==> config.mk <==
export PLATFORM = sky130hd
export DESIGN_NAME = idr_decode
export DESIGN_NICKNAME = d
export VERILOG_FILES = /design/src/hw/rtl/idr_pkg.sv /design/src/hw/rtl/idr_decode.sv
export SDC_FILE = /design/constraint.sdc
export NUM_CORES = 1
export LEC_CHECK = 0
export BUFFER_PORTS_ARGS = -buffer_cell sky130_fd_sc_hd__buf_2
export CAP_MARGIN = 40
export CORE_MARGIN = 2
export CORE_UTILIZATION = 25
export DETAILED_ROUTE_END_ITERATION = 6
export PLACE_DENSITY = 0.71
export SYNTH_ARGS = -nofsm -noshare
export SYNTH_HDL_FRONTEND = slang
export SYNTH_SLANG_ARGS = --single-unit
==> constraint.sdc <==
create_clock -name vclk -period 3.1
set_input_delay 0.31 -clock vclk [all_inputs]
set_output_delay 0.31 -clock vclk [all_outputs]
set_load 0.01 [all_outputs]
==> src/hw/rtl/idr_pkg.sv <==
// Shared types and constants of the interrupt distributor register bank.
// Payload structs, operation codes, region codes and memory layout helpers.
// No dependencies.
`default_nettype none

package idr_pkg;

  localparam int VM_W = 2;

  localparam logic        ACT_READ  = 1'b0;
  localparam logic        ACT_WRITE = 1'b1;

  localparam logic [1:0]  SZ_BYTE = 2'd0;
  localparam logic [1:0]  SZ_HALF = 2'd1;
  localparam logic [1:0]  SZ_WORD = 2'd2;
  localparam logic [1:0]  SZ_RSVD = 2'd3;

  localparam logic        STATUS_OK  = 1'b0;
  localparam logic        STATUS_BAD = 1'b1;

  // 256-byte pages of the distributor window
  localparam logic [3:0]  PG_CTRL   = 4'h0;
  localparam logic [3:0]  PG_ENABLE = 4'h1;
  localparam logic [3:0]  PG_PEND   = 4'h2;
  localparam logic [3:0]  PG_PRI_LO = 4'h4;
  localparam logic [3:0]  PG_PRI_HI = 4'h7;
  localparam logic [3:0]  PG_TGT_LO = 4'h8;
  localparam logic [3:0]  PG_TGT_HI = 4'hB;
  localparam logic [3:0]  PG_CFG    = 4'hC;

  // word indexes inside the control page
  localparam logic [9:0]  W_CTLR  = 10'h000;
  localparam logic [9:0]  W_TYPER = 10'h001;
  localparam logic [9:0]  W_IIDR  = 10'h002;
  localparam logic [4:0]  GRP_SEL = 5'h01;   // words 0x20..0x3F

  localparam logic [31:0] IIDR_VALUE = 32'h0000_043B;

  typedef struct packed {
    logic        action;
    logic [1:0]  vm_id;
    logic [11:0] byte_offset;
    logic [1:0]  acc_size;
    logic [31:0] write_data;
  } idr_req_t;

  typedef struct packed {
    logic [31:0] read_data;
    logic        status;
    logic        enable_changed;
    logic [31:0] changed_value;
    logic [1:0]  changed_word;
    logic [1:0]  changed_vm;
  } idr_rsp_t;

  typedef enum logic [3:0] {
    OP_BAD,
    OP_NOP,
    OP_WORD,
    OP_TYPER,
    OP_IIDR,
    OP_ENA_SET,
    OP_ENA_CLR,
    OP_PND_SET,
    OP_PND_CLR,
    OP_TARGET
  } idr_op_kind_t;

  typedef struct packed {
    idr_op_kind_t kind;
    logic         wr;
    logic [1:0]   size;
    logic [1:0]   lane;
    logic [1:0]   vm;
    logic [1:0]   word_lo;
    logic         locked;    // target words 0..7 ignore writes
    logic [31:0]  wdata;
  } idr_op_t;

  typedef struct packed {
    logic        en;
    logic [31:0] data;
  } idr_wb_t;

  function automatic int idr_idx_w(input int words);
    return (words > 1) ? $clog2(words) : 1;
  endfunction

  // one region holds every VM's copy of one register array
  function automatic int idr_region(input int words);
    return 1 << (VM_W + idr_idx_w(words));
  endfunction

  function automatic int idr_mem_depth(input int lines);
    return (1 << VM_W) + 3 * idr_region(lines / 32) + 2 * idr_region(lines / 4)
           + idr_region(lines / 16);
  endfunction

endpackage

`default_nettype wire

==> src/hw/rtl/idr_decode.sv <==
// Address decode: turns a request into an operation code and a word address.
// Depends on idr_pkg.
`default_nettype none

module idr_decode import idr_pkg::*; #(
  parameter int NUM_VMS   = 4,
  parameter int INT_LINES = 128,
  parameter int ADDR_W    = 9
) (
  input  idr_req_t          req,
  output idr_op_t           op,
  output logic [ADDR_W-1:0] addr
);

  localparam int GRP_WORDS = INT_LINES / 32;
  localparam int PRI_WORDS = INT_LINES / 4;
  localparam int CFG_WORDS = INT_LINES / 16;
  localparam int GRP_IW    = idr_idx_w(GRP_WORDS);
  localparam int PRI_IW    = idr_idx_w(PRI_WORDS);
  localparam int CFG_IW    = idr_idx_w(CFG_WORDS);

  localparam int CTL_BASE = 0;
  localparam int GRP_BASE = CTL_BASE + (1 << VM_W);
  localparam int ENA_BASE = GRP_BASE + idr_region(GRP_WORDS);
  localparam int PND_BASE = ENA_BASE + idr_region(GRP_WORDS);
  localparam int PRI_BASE = PND_BASE + idr_region(GRP_WORDS);
  localparam int TGT_BASE = PRI_BASE + idr_region(PRI_WORDS);
  localparam int CFG_BASE = TGT_BASE + idr_region(PRI_WORDS);

  logic [9:0] wrd;
  logic [3:0] page;
  logic       grp_hit;
  logic       pri_hit;
  logic       cfg_hit;

  assign wrd     = req.byte_offset[11:2];
  assign page    = req.byte_offset[11:8];
  assign grp_hit = 32'(wrd[4:0]) < GRP_WORDS;
  assign pri_hit = 32'(wrd[7:0]) < PRI_WORDS;
  assign cfg_hit = 32'(wrd[5:0]) < CFG_WORDS;

  always_comb begin
    op.kind    = OP_BAD;
    op.wr      = (req.action == ACT_WRITE);
    op.size    = req.acc_size;
    op.lane    = req.byte_offset[1:0];
    op.vm      = req.vm_id;
    op.word_lo = wrd[1:0];
    op.locked  = (wrd[7:3] == 5'd0);
    op.wdata   = req.write_data;
    addr       = '0;

    if (32'(req.vm_id) < NUM_VMS) begin
      if (page == PG_CTRL) begin
        if (wrd == W_CTLR) begin
          op.kind = OP_WORD;
          addr    = ADDR_W'(CTL_BASE) + ADDR_W'(req.vm_id);
        end else if (wrd == W_TYPER) begin
          if (!op.wr) op.kind = OP_TYPER;
        end else if (wrd == W_IIDR) begin
          if (!op.wr) op.kind = OP_IIDR;
        end else if (wrd[9:5] == GRP_SEL && grp_hit) begin
          op.kind = OP_WORD;
          addr    = ADDR_W'(GRP_BASE) + ADDR_W'({req.vm_id, wrd[GRP_IW-1:0]});
        end
      end else if (page == PG_ENABLE) begin
        // zero write to the enable page is a successful no-op anywhere
        if (op.wr && req.write_data == 32'd0) begin
          op.kind = OP_NOP;
        end else if (req.acc_size != SZ_RSVD && grp_hit) begin
          op.kind = wrd[5] ? OP_ENA_CLR : OP_ENA_SET;
          addr    = ADDR_W'(ENA_BASE) + ADDR_W'({req.vm_id, wrd[GRP_IW-1:0]});
        end
      end else if (page == PG_PEND) begin
        if (req.acc_size == SZ_WORD && grp_hit) begin
          op.kind = wrd[5] ? OP_PND_CLR : OP_PND_SET;
          addr    = ADDR_W'(PND_BASE) + ADDR_W'({req.vm_id, wrd[GRP_IW-1:0]});
        end
      end else if (page inside {[PG_PRI_LO:PG_PRI_HI]}) begin
        if (pri_hit) begin
          op.kind = OP_WORD;
          addr    = ADDR_W'(PRI_BASE) + ADDR_W'({req.vm_id, wrd[PRI_IW-1:0]});
        end
      end else if (page inside {[PG_TGT_LO:PG_TGT_HI]}) begin
        if (pri_hit) begin
          op.kind = (req.acc_size == SZ_RSVD) ? OP_NOP : OP_TARGET;
          addr    = ADDR_W'(TGT_BASE) + ADDR_W'({req.vm_id, wrd[PRI_IW-1:0]});
        end
      end else if (page == PG_CFG) begin
        if (cfg_hit) begin
          op.kind = OP_WORD;
          addr    = ADDR_W'(CFG_BASE) + ADDR_W'({req.vm_id, wrd[CFG_IW-1:0]});
        end
      end
    end
  end

endmodule

`default_nettype wire

=== After elaboration in Yosys (flattened, before gate mapping) ===
Cells that the tools add are included.

* Register bits after elaboration: 0
* Bits of input ports: 49
* Output and inout port bits: 55
* Logic and storage cells: 69

* Add/subtract/negate cells: 6
* $lt $le $gt $ge: 7
* Equal/unequal tests: 9
* Multiplexer cells: 37
* Reductions and logical operators: 10

{| class="wikitable"
|+ Operator list
! cell !! count
|-
| 9-bit two-way mux || 8
|-
| 4-bit two-way mux || 12
|-
| 32-bit logical NOT || 1
|-
| 5-bit two-way mux || 4
|-
| 2-bit two-way mux || 6
|-
| 6-bit two-way mux || 2
|-
| 10-bit by 1-bit equality test with 1-bit output, second input constant || 1
|-
| 10-bit by 2-bit equality test with 1-bit output, second input constant || 1
|-
| 10-bit logical NOT || 1
|-
| 8-bit by 7-bit adder with 9-bit output, first input constant || 1
|-
| 9-bit by 5-bit adder with 9-bit output, first input constant || 1
|-
| 3-bit two-way mux || 3
|-
| 6-bit by 7-bit adder with 8-bit output, first input constant || 1
|-
| 8-bit by 6-bit < comparator with 1-bit output, second input constant || 1
|-
| 8-bit two-way mux || 1
|-
| 6-bit by 4-bit adder with 7-bit output, first input constant || 1
|-
| 7-bit two-way mux || 1
|-
| 5-bit by 4-bit adder with 6-bit output, first input constant || 1
|-
| 1-bit logical AND || 6
|-
| 6-bit by 4-bit < comparator with 1-bit output, second input constant || 1
|-
| 3-bit by 4-bit adder with 5-bit output, first input constant || 1
|-
| 5-bit by 1-bit equality test with 1-bit output, second input constant || 1
|-
| 5-bit logical NOT || 1
|-
| 5-bit by 3-bit < comparator with 1-bit output, second input constant || 1
|-
| other kinds (10) || 11
|}

=== Depth between registers and ports, before layout ===
* Depth in word-level cells: 8
* Mapped depth: 6
* Gate-level depth less buffers: 6

=== Least setup slack after synthesis ===
Ideal clock, no wire load.

* Path type: input to output
* From: input req[45] in the netlist's numbering
* To: output addr[3]
* Arrival time: 1.565 ns
* Required time: 2.790 ns
* Slack: 1.225 ns
* Cell stages on the path: 5
* Path buffers: 1
* Cell sequence: buf_2 nor3_1 a21boi_1 o21ba_2 o21ai_0

* Word-level cells in the longest chain between the ends: 7
* Elaborated cells between the ends (all ways): 25
* Classes of those cells: order compare: 4; eq/ne: 6; mux: 10; reduce/logical: 5

{| class="wikitable"
|+ RTL lines
! element !! line !! source
|-
| start, declared || idr_decode.sv:10 || <nowiki>input idr_req_t req,</nowiki>
|-
| 4-bit >= comparator (tied with other cells) || idr_decode.sv:84 || <nowiki>end else if (page inside {[PG_TGT_LO:PG_TGT_HI]}) begin</nowiki>
|-
| 1-bit logical AND (tied with other cells) || idr_decode.sv:84 ||
|-
| 9-bit two-way mux or 5-bit two-way mux (tied branches) || idr_decode.sv:84, idr_decode.sv:62 ||
|-
| 9-bit two-way mux or 5-bit two-way mux (tied branches) || idr_decode.sv:79, idr_decode.sv:60 ||
|-
| 9-bit two-way mux or 5-bit two-way mux (tied branches) || idr_decode.sv:74, idr_decode.sv:58 ||
|-
| 9-bit two-way mux or 5-bit two-way mux (tied branches) || idr_decode.sv:66, idr_decode.sv:55 ||
|-
| 9-bit two-way mux (*) || idr_decode.sv:54 || <nowiki>if (page == PG_CTRL) begin</nowiki>
|-
| end, declared || idr_decode.sv:12 || <nowiki>output logic [ADDR_W-1:0] addr</nowiki>
|}

Every way passes the cells marked *; elsewhere a longest branch is shown, timed or not.

==> impl_metrics.py <==
metrics = {
    "finish": {
        "multiInputGateArea_um2": 671.9,
        "area_growth_syn_to_layout_pct": 23.51,
        "nets": 259,
        "seq_cell_count": 0,
        "final_cells": 251,
        "finish.utilization_pct": 31.95,
        "drive_gt1_share_pct": 55.72,
        "final_cell_area_mm2": 0.001269,
        "num-fill-cells": 448,
        "antenna_cells": 0,
        "nClkBuffers": 0,
        "regArea_um2": 0,
    },
    "synth": {
        "yosysWarnings": 0,
        "synth_fp_nets": 201,
        "synth_cells": 145,
        "netlist.area_leader.share_pct": 29.96,
        "seq_area_frac_synth_pct": 0,
        "synth_cell_types": 44,
        "yosys.area.top_type": "buf_4",
        "synthTopCellsByArea": "buf_4 (30%), ha_1 (8.5%), nor2_1 (4.0%), nor4_2 (3.7%), inv_1 (3.3%)",
        "syn_avg_cell_area_um2": 7.084,
        "synth_area_mm2": 0.001027,
    },
    "run_status": {
        "outcome": "complete, no violations",
    },
    "drt": {
        "routedWlPerCell_um": 11.77,
        "vias": 1181,
        "wirelength_mm": 2.954,
        "drt-vias-per-instance": 4.705,
        "route.detailed.drc": 0,
        "drt_iter0_drc": 68,
        "ant_nets": 0,
        "drt-pass1-iter-count": 4,
    },
    "timing": {
        "max_slew.worst_pin.slew_ps": 519.6,
        "slew-limit-headroom_pct": 65.09,
        "rsz0062_at_grt": "false",
        "setup_viol": 0,
        "max_freq_mhz": 448.7,
        "finalHoldViolations": 0,
        "hold_slack_ps": 620.0,
        "drv_slew": 0,
        "min_period_over_period_pct": 71.89,
        "finalSetupTns_ps": 0,
        "post-route-min-period_ps": 2229,
    },
    "critical_path": {
        "endpoint_kind": "output port",
        "cp.arrival_ps": 1920,
        "crit_type": "input port to output port",
        "cp-start-kind": "input port",
        "crit_required_ps": 2790,
        "critPathMaxFanout": 5,
        "cp-startpoint": "req[26]",
    },
    "global_route": {
        "grt_max_degree": 11,
        "grt_overflow": 0,
        "antenna_found_initial": 0,
        "grt_pass1_vias": 913,
        "grt_pass1_wl_mm": 4.064,
        "grt_use_total_pct": 10.93,
    },
    "clock_network": {
        "ctsHoldBuffers": 0,
        "ctsResizeCount": 0,
        "post_cts.repair.setup_buffers": 0,
    },
    "hold_path": {
        "min_to": "op[37]",
        "hp-start": "req[34]",
        "hp-class": "input port to output port",
        "whs_path_depth": 0,
    },
    "placement": {
        "dpl-instance-area_mm2": 0.001269,
        "dp_cells": 251,
        "port_buffers": 100,
        "hpwl_mm": 2.594,
        "gp_congestion": 0.9078,
    },
    "floorplanning": {
        "start_util_pct": 25.87,
        "dieArea_mm2": 0.004638,
        "core_area_mm2": 0.003971,
        "rows": 23,
        "die_w_um": 68.10,
        "fp.dieH_um": 68.10,
        "ioPinCount": 104,
    },
    "flow_run": {
        "maxCapViolCount": 0,
    },
    "pwr": {
        "p_leak_nw": 0.6753,
        "power_density_mw_per_mm2": 114.2,
        "peakVddDrop_uv": 49.55,
    },
}
[report_power, final]
group / switching (W) / internal [W]
combinational: 0.0000809 / 0.0000640
clock: 0 / 0
sequential: 0 / 0
[metal layers]
metal,track usage (%),vias to the layer above,share of wire (%),wire length [um]
met4,0,0,0,0
li1,-,597,-,-
met1,15.43,520,44,1294
met2,19.05,64,47,1389
met5,0,-,0,0
met3,0.9868,0,9.2,271
[logic make-up after synthesis]
logic type / after synthesis / share of synthesized area, %
AOI/OAI and AO/OA: 31 / 23.87
buffers and inverters: 53 / 34.59
xor gates and xnor gates: 3 / 2.558
adders and majority gates: 7 / 8.526
muxes: 1 / 0.9745
and+or+nand+nor: 50 / 29.48
[Yosys cell counts, types with 2 or more instances]
library cell / instances
nor3_2: 2
ha_1: 7
nand2_1: 7
nor3_1: 6
nor2b_1: 4
buf_4: 41
nor4_2: 3
inv_1: 9
buf_2: 2
o31ai_1: 3
xnor2_1: 2
a21oi_1: 4
nor4_1: 3
nand4_1: 2
o21ai_0: 5
nand3b_1: 2
o22ai_1: 2
nand3_1: 4
o32a_1: 2
nor2_1: 11
[worst max-delay path, stage by stage]
cell	delay [ps]
buf_2	110
nor4_2	290
nand4_1	190
o311ai_4	390
nor2_2	120
a221o_1	360
buf_2	140
[layout make-up]
class	instances	share of cell area, %
Inverter	9	2.663
Multi-Input combinational cell	92	52.96
Tap cell	50	4.931
Timing Repair Buffer	100	39.45
[cells in the final DEF (no fill, tap or decap), types with 3 or more instances in the layout]
cell and instances:
nor4_2 3, nor3_1 6, inv_1 9, a21oi_1 4, nor2_1 11, nor4_1 3
o21ai_0 5, nor2b_1 4, o31ai_1 3, nand3_1 4, nand2_1 7, ha_1 7
buf_2 100
[worst max path at each step]
stage / to / slack [ps] / cells after the start
2_1_floorplan: addr[3] / 1220 / 5
3_3_place_gp: op[43] / 890 / 7
3_5_place_dp: op[43] / 860 / 7
4_1_cts: op[43] / 850 / 7
5_1_grt: op[43] / 780 / 7
6_report: op[43] / 870 / 7
[stage by stage]
step / worst slack [ps] / power [W]
detailed placement: 856.1 / 0.0001456
floorplan: 1225 / 0.0001017
finish: 871.5 / 0.0001449
global placement: 887.8 / 0.0001449
global route: 781.5 / 0.0001605
CTS: 853.5 / 0.0001461
No activity file was read; power rests on OpenSTA's default activity.
