### config.mk
export PLATFORM = sky130hd
export DESIGN_NAME = idr_exec
export DESIGN_NICKNAME = d
export VERILOG_FILES = /design/src/hw/rtl/idr_pkg.sv /design/src/hw/rtl/idr_exec.sv
export SDC_FILE = /design/constraint.sdc
export NUM_CORES = 1
export LEC_CHECK = 0
export BUFFER_PORTS_ARGS = -buffer_cell sky130_fd_sc_hd__buf_2
export CAP_MARGIN = 20
export CORE_MARGIN = 2
export CORE_UTILIZATION = 54
export DETAILED_ROUTE_END_ITERATION = 6
export PLACE_DENSITY = 0.94
export SYNTH_ARGS = -nofsm -noshare
export SYNTH_HDL_FRONTEND = slang
export SYNTH_SLANG_ARGS = --single-unit
### constraint.sdc
create_clock -name vclk -period 5.02
set_input_delay 0.502 -clock vclk [all_inputs]
set_output_delay 0.502 -clock vclk [all_outputs]
set_load 0.1 [all_outputs]
### src/hw/rtl/idr_pkg.sv
// Shared types and constants of the interrupt distributor register bank.
// Payload structs, operation codes, region codes and memory layout helpers.
// No dependencies.
`default_nettype none

package idr_pkg;

  localparam int VM_W = 2;

  localparam logic        ACT_READ  = 1'b0;
  localparam logic        ACT_WRITE = 1'b1;

  localparam logic [1:0]  SZ_BYTE = 2'd0;
  localparam logic [1:0]  SZ_HALF = 2'd1;
  localparam logic [1:0]  SZ_WORD = 2'd2;
  localparam logic [1:0]  SZ_RSVD = 2'd3;

  localparam logic        STATUS_OK  = 1'b0;
  localparam logic        STATUS_BAD = 1'b1;

  // 256-byte pages of the distributor window
  localparam logic [3:0]  PG_CTRL   = 4'h0;
  localparam logic [3:0]  PG_ENABLE = 4'h1;
  localparam logic [3:0]  PG_PEND   = 4'h2;
  localparam logic [3:0]  PG_PRI_LO = 4'h4;
  localparam logic [3:0]  PG_PRI_HI = 4'h7;
  localparam logic [3:0]  PG_TGT_LO = 4'h8;
  localparam logic [3:0]  PG_TGT_HI = 4'hB;
  localparam logic [3:0]  PG_CFG    = 4'hC;

  // word indexes inside the control page
  localparam logic [9:0]  W_CTLR  = 10'h000;
  localparam logic [9:0]  W_TYPER = 10'h001;
  localparam logic [9:0]  W_IIDR  = 10'h002;
  localparam logic [4:0]  GRP_SEL = 5'h01;   // words 0x20..0x3F

  localparam logic [31:0] IIDR_VALUE = 32'h0000_043B;

  typedef struct packed {
    logic        action;
    logic [1:0]  vm_id;
    logic [11:0] byte_offset;
    logic [1:0]  acc_size;
    logic [31:0] write_data;
  } idr_req_t;

  typedef struct packed {
    logic [31:0] read_data;
    logic        status;
    logic        enable_changed;
    logic [31:0] changed_value;
    logic [1:0]  changed_word;
    logic [1:0]  changed_vm;
  } idr_rsp_t;

  typedef enum logic [3:0] {
    OP_BAD,
    OP_NOP,
    OP_WORD,
    OP_TYPER,
    OP_IIDR,
    OP_ENA_SET,
    OP_ENA_CLR,
    OP_PND_SET,
    OP_PND_CLR,
    OP_TARGET
  } idr_op_kind_t;

  typedef struct packed {
    idr_op_kind_t kind;
    logic         wr;
    logic [1:0]   size;
    logic [1:0]   lane;
    logic [1:0]   vm;
    logic [1:0]   word_lo;
    logic         locked;    // target words 0..7 ignore writes
    logic [31:0]  wdata;
  } idr_op_t;

  typedef struct packed {
    logic        en;
    logic [31:0] data;
  } idr_wb_t;

  function automatic int idr_idx_w(input int words);
    return (words > 1) ? $clog2(words) : 1;
  endfunction

  // one region holds every VM's copy of one register array
  function automatic int idr_region(input int words);
    return 1 << (VM_W + idr_idx_w(words));
  endfunction

  function automatic int idr_mem_depth(input int lines);
    return (1 << VM_W) + 3 * idr_region(lines / 32) + 2 * idr_region(lines / 4)
           + idr_region(lines / 16);
  endfunction

endpackage

`default_nettype wire

### src/hw/rtl/idr_exec.sv
// Executes one decoded access on the fetched word: read data, status,
// enable change report and write-back value. Depends on idr_pkg.
`default_nettype none

module idr_exec import idr_pkg::*; #(
  parameter int INT_LINES = 128
) (
  input  idr_op_t     op,
  input  logic [31:0] q,
  output idr_rsp_t    rsp,
  output idr_wb_t     wb
);

  localparam logic [31:0] TYPER_VALUE = 32'((INT_LINES >> 5) - 1);

  logic [31:0] mask;
  logic [4:0]  shamt;
  logic [31:0] lane_val;
  logic [31:0] wmask;
  logic [31:0] new_lane;

  always_comb begin
    case (op.size)
      SZ_BYTE: begin
        mask  = 32'h0000_00FF;
        shamt = {op.lane, 3'b000};
      end
      SZ_HALF: begin
        mask  = 32'h0000_FFFF;
        shamt = {op.lane[1], 4'b0000};
      end
      default: begin
        mask  = 32'hFFFF_FFFF;
        shamt = 5'd0;
      end
    endcase
  end

  assign lane_val = (q >> shamt) & mask;
  assign wmask    = op.wdata & mask;
  assign new_lane = (op.kind == OP_ENA_SET) ? (lane_val | wmask) : (lane_val & ~wmask & mask);

  always_comb begin
    rsp        = '0;
    rsp.status = STATUS_OK;
    wb         = '0;
    case (op.kind)
      OP_BAD: rsp.status = STATUS_BAD;
      OP_NOP: ;
      OP_WORD: begin
        if (op.wr) begin
          wb.en   = 1'b1;
          wb.data = op.wdata;
        end else begin
          rsp.read_data = q;
        end
      end
      OP_TYPER: rsp.read_data = TYPER_VALUE;
      OP_IIDR:  rsp.read_data = IIDR_VALUE;
      OP_ENA_SET, OP_ENA_CLR: begin
        if (op.wr) begin
          wb.en              = 1'b1;
          wb.data            = (q & ~(mask << shamt)) | (new_lane << shamt);
          rsp.enable_changed = 1'b1;
          rsp.changed_value  = new_lane;
          rsp.changed_word   = op.word_lo;
          rsp.changed_vm     = op.vm;
        end else begin
          rsp.read_data = lane_val;
        end
      end
      OP_PND_SET, OP_PND_CLR: begin
        if (op.wr) begin
          wb.en   = 1'b1;
          wb.data = (op.kind == OP_PND_SET) ? (q | op.wdata) : (q & ~op.wdata);
        end else begin
          rsp.read_data = q;
        end
      end
      OP_TARGET: begin
        if (op.wr) begin
          wb.en   = !op.locked;
          wb.data = (q & ~(mask << shamt)) | (wmask << shamt);
        end else begin
          rsp.read_data = lane_val;
        end
      end
      default: rsp.status = STATUS_BAD;
    endcase
  end

endmodule

`default_nettype wire

# After elaboration in Yosys (flattened, before gate mapping)
# Cells that the tools add are included.
# word_totals
ff_bits,0
latchBits,0
ram_bits,0
romBits,0
out_inout_bits,103
wordCells,49
memories,0
# op_classes
addsub,0
multipliers,0
div_mod_pow,0
order_cmp,0
n_eq_ne,10
shifts,4
muxes,15
bitwise_logic,13
reduce_logical,7
# op_table
cell,n
$and A32 B32 Y32,6
$mux W33,4
$pmux W33 S4,1
$mux W32,4
$or A32 B32 Y32,4
$pmux W32 S4,1
$not A32 Y32,3
$shl A32 B5 Y32,3
$mux W37,2
$pmux W32 S2,1
$shr A32 B5 Y32,1
$eq A4 B3 Y1 const B,4
$pmux W5 S2,1
$reduce_or A9 Y1,1
$eq A4 B2 Y1 const B,2
$eq A4 B4 Y1 const B,2
$reduce_or A3 Y1,2
$eq A4 B1 Y1 const B,1
$reduce_or A2 Y1,2
$eq A2 B1 Y1 const B,1
$logic_not A2 Y1,1
$logic_not A1 Y1,1
$mux W1,1

# Depth between registers and ports, before layout
# Gate-level depths: netlist (run 1).
# logic_depth
ltp_word,11
mapped_depth,9

# Worst setup path after synthesis (run 1)
# No wires, ideal clock.
# synth_timing
path_type,in2out
startpoint,in op[42] (netlist bit)
endpoint,out wb[29] (netlist bit)
t_arrival_ns,3.687
setup_slack_ns,0.831
stages,8
n_path_buf,3
cell_sequence,buf_4 -> buf_4 -> xor2_1 -> nand4_1 -> buf_2 -> nor2_1 -> a221oi_1 -> o2111ai_1
# synth_rtl
element,line,source
"start, declared",idr_exec.sv:8,"input idr_op_t op,"
"end, declared",idr_exec.sv:11,output idr_wb_t wb

==> results_tabular.tex, run 1 <==
\begin{tabular}{lr}
\hline
Metric & Value \\
\hline
\multicolumn{2}{l}{\textbf{Clock network}} \\
\quad Post-CTS Hold Fix Bufs & 0 \\
\quad \# resized after CTS & 0 \\
\quad Post-CTS setup repair buffer count & 0 \\
\multicolumn{2}{l}{\textbf{Global route}} \\
\quad Global-route wire length before repair & 27000 um \\
\quad Remaining global-route overflow & 0 \\
\quad Maximum number of pins on one net before global-route repair & between 50 and 60 \\
\quad Number of global-route vias before repair & 5003 \\
\quad Antenna violations before repair & 0 \\
\quad All-layer global routing usage & 44.3\% \\
\multicolumn{2}{l}{\textbf{Placed design}} \\
\quad Port Buffers & 181 \\
\quad Global placement routability congestion & approximately 1.1 \\
\quad Instance count after placement with tap cells included & 842 \\
\quad Final HPWL DP & 13200 um \\
\multicolumn{2}{l}{\textbf{Min path}} \\
\quad Hold Crit Class & in2out \\
\multicolumn{2}{l}{\textbf{Drt}} \\
\quad Vias per inst & 6.94 \\
\quad Via total after detailed routing & slightly below 6k \\
\quad Violation count after the first detailed-routing iteration & 863 \\
\quad Remaining DRCs & 0 \\
\quad Aggregate routed wire length & 18100 um \\
\quad Remaining antenna violation count after routing & 0 \\
\quad Pre-antenna DRT Iters & 5 \\
\quad Routed length per placed instance & 21.5 um \\
\multicolumn{2}{l}{\textbf{Cells and area}} \\
\quad Sequential cell area & 0 um\^{}2 \\
\quad Non-filler instance count after layout & about 840 \\
\quad Antenna fix cells & 0 \\
\quad Area of the multi-input gates & 3370 um\^{}2 \\
\quad Fill cell count & 640 \\
\quad Fraction of final layout cells sized beyond drive strength 1 & 30.0\% \\
\quad Clock Buffer Count & 0 \\
\quad Number of flip-flops and latches & 0 \\
\quad Area growth syn-to-layout & 20.1\% \\
\quad Layout net count & slightly above 800 \\
\multicolumn{2}{l}{\textbf{Synth}} \\
\quad Average footprint of a synthesized cell & 6.03 um\^{}2 \\
\quad Netlist cell types & 63 \\
\quad Register area share after synthesis & 0\% \\
\quad Top cell type by total area after synthesis & sky130\_fd\_sc\_hd\_\_nand2\_1 \\
\quad Top cell type's share of synthesized area & 8.31\% \\
\quad Synth warnings & 0 \\
\quad Count of mapped cells out of synthesis & about 630 \\
\quad Number of nets in the synthesized netlist & 707 \\
\quad Mapped cell area & 3790 um\^{}2 \\
\quad Synth area leaders & sky130\_fd\_sc\_hd\_\_nand2\_1 8.3\%, sky130\_fd\_sc\_hd\_\_nor2\_1 7.3\%, sky130\_fd\_sc\_hd\_\_mux2i\_1 6.9\%, sky130\_fd\_sc\_hd\_\_o21ai\_0 6.2\%, sky130\_fd\_sc\_hd\_\_and2\_1 4.3\% \\
\multicolumn{2}{l}{\textbf{STA}} \\
\quad Worst-case hold slack & $\sim$1.5 ns \\
\quad Hold Vio Cnt, Final & 0 \\
\quad Final setup viols & 0 \\
\quad Final count of pins violating max slew & 0 \\
\quad Post-route fraction of the period consumed by the critical path & 79.5\% \\
\quad Post-layout minimum cycle time & 3.99 ns \\
\quad Maximum clock frequency & 0.251 GHz \\
\quad Slew @ Worst Pin & slightly below 1 ns \\
\quad Final setup TNS & 0 ns \\
\quad Unrepaired setup endpoints after global routing & false \\
\quad Slew headroom & 35.1\% \\
\multicolumn{2}{l}{\textbf{Floorplan}} \\
\quad Chip Height & 87.8 um \\
\quad Die outline area & between 7000 and 8000 um\^{}2 \\
\quad Number of placement rows & 30 \\
\quad Placeable core area & 6790 um\^{}2 \\
\quad Die extent in x & 87.8 um \\
\quad Starting density of the core & between 50\% and 60\% \\
\quad Top Ports & 181 \\
\multicolumn{2}{l}{\textbf{Worst setup path}} \\
\quad CP cell instances & buf\_2, nand2b\_1, a21oi\_2, o221ai\_1, mux2\_2, o2111ai\_1, buf\_2 \\
\quad Buffers plus inverters on the worst setup path & 2 \\
\quad Worst stage delay on the critical path & 0.68 ns \\
\quad Cell family with most CP delay & compound AO/OA/AOI/OAI gates \\
\quad Category of the worst setup path capture point & output pin \\
\quad Critical-path cell with the highest stage delay & sky130\_fd\_sc\_hd\_\_nand2b\_1 \\
\quad CP required & 4.52 ns \\
\quad Startpoint class of the critical path & input port \\
\quad Largest fanout on the critical path & 34 \\
\quad Cell repeated most along the worst path & sky130\_fd\_sc\_hd\_\_buf\_2 \\
\quad WP data arrival & $\sim$3.5 ns \\
\quad Critical Setup Path Class & in2out \\
\multicolumn{2}{l}{\textbf{Power and ir drop}} \\
\quad Worst IR drop on VDD & 0.000103 V \\
\quad Post-route total power & 0.625 mW \\
\quad Power Dens Cells & 137 nW/um\^{}2 \\
\quad Leakage power total & approximately 2.2 nW \\
\multicolumn{2}{l}{\textbf{Flow run}} \\
\quad Count of max-cap constraint violations & 0 \\
\multicolumn{2}{l}{\textbf{Status}} \\
\quad Run status & finished, final reports clean \\
\hline
\end{tabular}
-- Yosys cell counts, types with 9 or more instances --
library cell and number:
sky130_fd_sc_hd__o221ai_1 14, sky130_fd_sc_hd__mux2i_1 26, sky130_fd_sc_hd__a22oi_1 11, sky130_fd_sc_hd__o2111ai_1 16, sky130_fd_sc_hd__a211oi_1 12, sky130_fd_sc_hd__buf_4 9, sky130_fd_sc_hd__mux2_2 11, sky130_fd_sc_hd__nand4_1 12
sky130_fd_sc_hd__buf_2 16, sky130_fd_sc_hd__inv_1 24, sky130_fd_sc_hd__buf_1 12, sky130_fd_sc_hd__nand2_1 84, sky130_fd_sc_hd__a221oi_1 17, sky130_fd_sc_hd__and2_1 26, sky130_fd_sc_hd__o21ai_0 47, sky130_fd_sc_hd__a22o_1 12
sky130_fd_sc_hd__clkbuf_1 32, sky130_fd_sc_hd__nor2_1 74, sky130_fd_sc_hd__a21oi_1 28, sky130_fd_sc_hd__nor3_1 11
-- power by group --
| part | leakage [nW] | internal (mW) | switching, mW |
|---|---|---|---|
| combinational | 2.18 | 0.139 | 0.486 |
| clock | 0 | 0 | 0 |
| sequential | 0 | 0 | 0 |
| total | 2.18 | 0.139 | 0.486 |
-- routing by layer --
metal,vias to the layer above,part of all wire (%),GRT usage [%]
met2,528,44,70.5
met3,73,14,8.77
met1,2648,38,58.7
met4,0,4.5,17.6
li1,2594,-,-
met5,-,0,0
-- cell type report --
class | instances | share of cell area (%)
multi-input cells | 531 | 74.0
repair buffers | 190 | 21.4
well taps | 96 | 2.64
inverters | 25 | 2.06
-- final timing paths --
| path | startpoint | to | slack, ns | cells past startpoint |
|---|---|---|---|---|
| max | op[39] | wb[24] | 1.03 | 7 |
| min | op[34] | rsp[3] | 1.50 | 3 |
-- placed cells by master (no fill, tap or decap), drive strengths merged, types with 10 or more instances in the layout --
cell and count:
a221oi 19, a22o 12, or2 10, nand4 12, a22oi 11, mux2 12
o2111ai 16, inv 25, a21oi 29, mux2i 26, nor2 74, a211oi 13
nor3 11, o21ai 53, and2 26, buf 190, nand2 84, o221ai 17
-- cell families after synthesis --
| group | Yosys count | synth area share [%] |
|---|---|---|
| xor+xnor | 4 | 0.923 |
| compound gates | 235 | 45.3 |
| simple gates | 254 | 31.9 |
| mux | 38 | 10.4 |
| buf+inv | 98 | 11.4 |
-- stage by stage --
step	area, um^2	setup slack, ns	util [%]
after CTS	4560	1.15	67.1
after global placement	4560	1.20	67.1
after global routing	4560	0.911	67.1
after floorplan	3790	0.831	-
after detailed placement	4560	1.16	67.1
final	4560	1.03	67.1
Power figures use the tool's default switching activity.
==> inputs of run 2 (changes only) <==
Settings changed: CORE_UTILIZATION 54 to 50, PLACE_DENSITY 0.94 to 0.88.
Clock period 5.02 ns to 4.1 ns, I/O delays scaled along.
==> run 2 against run 1 <==
  * Global-route usage is 4.2 points lower
  * Die area is 7.6% higher
  * Clock-buffer cell count stayed put
  * Worst hold slack worse by 0.19 ns
  * Setup slack worse by 0.52 ns
  * First-iteration DRC count is 23% lower
  * Critical endpoint is now wb[26]
  * The flow now finishes with violations (design-rule violations)
  * Critical path depth stayed put
  * Flip-flop and latch count stayed put
  * Sequential share of layout area stayed put
  * Non-clock buffer count is 9 higher
  * Largest cell class unchanged
==> results_tabular.tex, run 2 (synthesis results as in run 1) <==
\begin{tabular}{lr}
\hline
Metric & Value \\
\hline
\multicolumn{2}{l}{\textbf{STA}} \\
\quad Final setup viols & 0 (unchanged) \\
\quad Post-route fraction of the period consumed by the critical path & about 88\% \\
\quad Hold Vio Cnt, Final & 0 (unchanged) \\
\quad Final count of pins violating max slew & 0 (unchanged) \\
\quad Maximum clock frequency & around 0.28 GHz \\
\quad Final setup TNS & 0 ns (unchanged) \\
\quad Post-layout minimum cycle time & 3.59 ns \\
\quad Unrepaired setup endpoints after global routing & false \\
\quad Slew @ Worst Pin & 0.798 ns (-0.175 ns) \\
\quad Slew headroom & 46.7\% (+12 points) \\
\multicolumn{2}{l}{\textbf{Global route}} \\
\quad Antenna violations before repair & 0 (unchanged) \\
\quad Global-route wire length before repair & 27500 um (+1.8\%) \\
\quad Remaining global-route overflow & 0 (unchanged) \\
\quad Number of global-route vias before repair & 5236 (+4.7\%) \\
\quad Maximum number of pins on one net before global-route repair & 35 (-40\%) \\
\quad All-layer global routing usage & 40.1\% (-4.2 points) \\
\multicolumn{2}{l}{\textbf{Worst setup path}} \\
\quad Cell repeated most along the worst path & sky130\_fd\_sc\_hd\_\_buf\_2 \\
\quad Critical-path cell with the highest stage delay & sky130\_fd\_sc\_hd\_\_nor2b\_1 \\
\quad Buffers plus inverters on the worst setup path & 2 (unchanged) \\
\quad Critical Setup Path Class & in2out \\
\quad Category of the worst setup path capture point & output pin \\
\quad Cell family with most CP delay & compound AO/OA/AOI/OAI gates \\
\quad CP required & 3.69 ns (-0.83 ns) \\
\quad WP data arrival & 3.18 ns (-0.31 ns) \\
\quad CP cell instances & buf\_2, nor2b\_1, o21ai\_2, a221oi\_1, mux2i\_1, o2111ai\_1, buf\_2 \\
\quad Startpoint class of the critical path & input port \\
\quad Largest fanout on the critical path & 12 (-65\%) \\
\quad Worst stage delay on the critical path & 0.67 ns (about the same) \\
\multicolumn{2}{l}{\textbf{Floorplan}} \\
\quad Starting density of the core & 52.0\% (-3.8 points) \\
\quad Number of placement rows & 31 (+3.3\%) \\
\quad Die extent in x & 91.1 um (+3.7\%) \\
\quad Placeable core area & 7290 um\^{}2 (+7.3\%) \\
\quad Top Ports & 181 (unchanged) \\
\quad Die outline area & 8300 um\^{}2 (+7.6\%) \\
\quad Chip Height & 91.1 um (+3.7\%) \\
\multicolumn{2}{l}{\textbf{Min path}} \\
\quad Hold Crit Class & in2out \\
\multicolumn{2}{l}{\textbf{Placed design}} \\
\quad Port Buffers & 181 (unchanged) \\
\quad Global placement routability congestion & 1.08 (+1.7\%) \\
\quad Final HPWL DP & 13200 um (about the same) \\
\multicolumn{2}{l}{\textbf{Cells and area}} \\
\quad Antenna fix cells & 0 (unchanged) \\
\quad Clock Buffer Count & 0 (unchanged) \\
\quad Commonest non-fill, non-tap cell in the layout & sky130\_fd\_sc\_hd\_\_buf\_2 \\
\quad Area growth syn-to-layout & 22.0\% \\
\quad Fill cell count & 723 (+13\%) \\
\quad Fraction of final layout cells sized beyond drive strength 1 & 30.9\% (+0.83 points) \\
\quad Sequential cell area & 0 um\^{}2 (unchanged) \\
\quad Layout net count & 835 (+1.1\%) \\
\quad Area of the multi-input gates & 3370 um\^{}2 (unchanged) \\
\quad Commonest non-fill, non-tap cells in the layout & 181 x sky130\_fd\_sc\_hd\_\_buf\_2, 84 x sky130\_fd\_sc\_hd\_\_nand2\_1, 74 x sky130\_fd\_sc\_hd\_\_nor2\_1 \\
\quad Post-Route Utilization & 63.5\% (-3.6 points) \\
\quad Number of flip-flops and latches & 0 (unchanged) \\
\multicolumn{2}{l}{\textbf{Power and ir drop}} \\
\quad Switching power total & 0.594 mW (+22\%) \\
\quad Flop pwr share & 0\% (unchanged) \\
\quad Share of power burned in the clock network & 0\% (unchanged) \\
\quad Power Dens Cells & 166 nW/um\^{}2 (+21\%) \\
\quad Switching power as a share of total power & 77.3\% (-0.52 points) \\
\quad Leakage power total & 2.22 nW (+2.0\%) \\
\quad Power share of the combinational group & 100.0\% (about the same) \\
\quad Worst IR drop on VDD & 0.000107 V (+3.7\%) \\
\quad Total internal power & 0.175 mW (+26\%) \\
\multicolumn{2}{l}{\textbf{Drt}} \\
\quad Violation count after the first detailed-routing iteration & 668 (-23\%) \\
\quad Pre-antenna DRT Iters & 7 (+2) \\
\quad Routed length per placed instance & 21.1 um (-1.8\%) \\
\quad Remaining DRCs & 11 (+11) \\
\quad Remaining antenna violation count after routing & 0 (unchanged) \\
\quad Via total after detailed routing & 5922 (+1.4\%) \\
\quad Vias per inst & 6.93 (about the same) \\
\quad Aggregate routed wire length & 18000 um (-0.44\%) \\
\multicolumn{2}{l}{\textbf{Clock network}} \\
\quad Post-CTS setup repair buffer count & 0 (unchanged) \\
\quad \# resized after CTS & 0 (unchanged) \\
\quad Post-CTS Hold Fix Bufs & 0 (unchanged) \\
\multicolumn{2}{l}{\textbf{Status}} \\
\quad Run status & complete, but fails checks \\
\quad Violated checks & design-rule violations \\
\multicolumn{2}{l}{\textbf{Flow run}} \\
\quad Count of max-cap constraint violations & 0 (unchanged) \\
\hline
\end{tabular}
run 2: path summary, 6_finish.rpt:
| check | from | end | slack [ns] | cells after the start |
|---|---|---|---|---|
| max | op[37] | wb[26] | 0.51 | 7 |
| min | op[34] | rsp[3] | 1.31 | 3 |
run 2: through the flow:
step	cell area [um^2]	setup WS, ns	power, mW	instances	hold slack [ns]
floorplan	3790	0.0949	0.577	629	1.24
global placement	4630	0.791	0.742	854	1.31
detailed placement	4630	0.619	0.749	854	1.31
CTS	4630	0.600	0.751	854	1.32
global route	4630	0.425	0.796	854	1.33
finish	4630	0.508	0.768	854	1.31
run 2: area by class of cell:
class,instances,share of cell area [%]
repair buffers,199,22.5
inverters,25,2.03
multi-input cells,531,72.8
well taps,99,2.68
run 2: layer usage:
| layer | up-vias | part of all wire [%] | GRT usage [%] |
|---|---|---|---|
| li1 | 2613 | - | - |
| met1 | 2676 | 38 | 53.4 |
| met2 | 534 | 43 | 66.2 |
| met3 | 99 | 14 | 5.15 |
| met4 | 0 | 5.1 | 14.1 |
| met5 | - | 0 | 0 |
run 2: power by group through the flow:
stage,Sequential (mW),Clock [mW],Combinational (mW)
2_1_floorplan,0,0,0.577
3_3_place_gp,0,0,0.742
3_5_place_dp,0,0,0.749
4_1_cts,0,0,0.751
5_1_grt,0,0,0.796
6_report,0,0,0.768
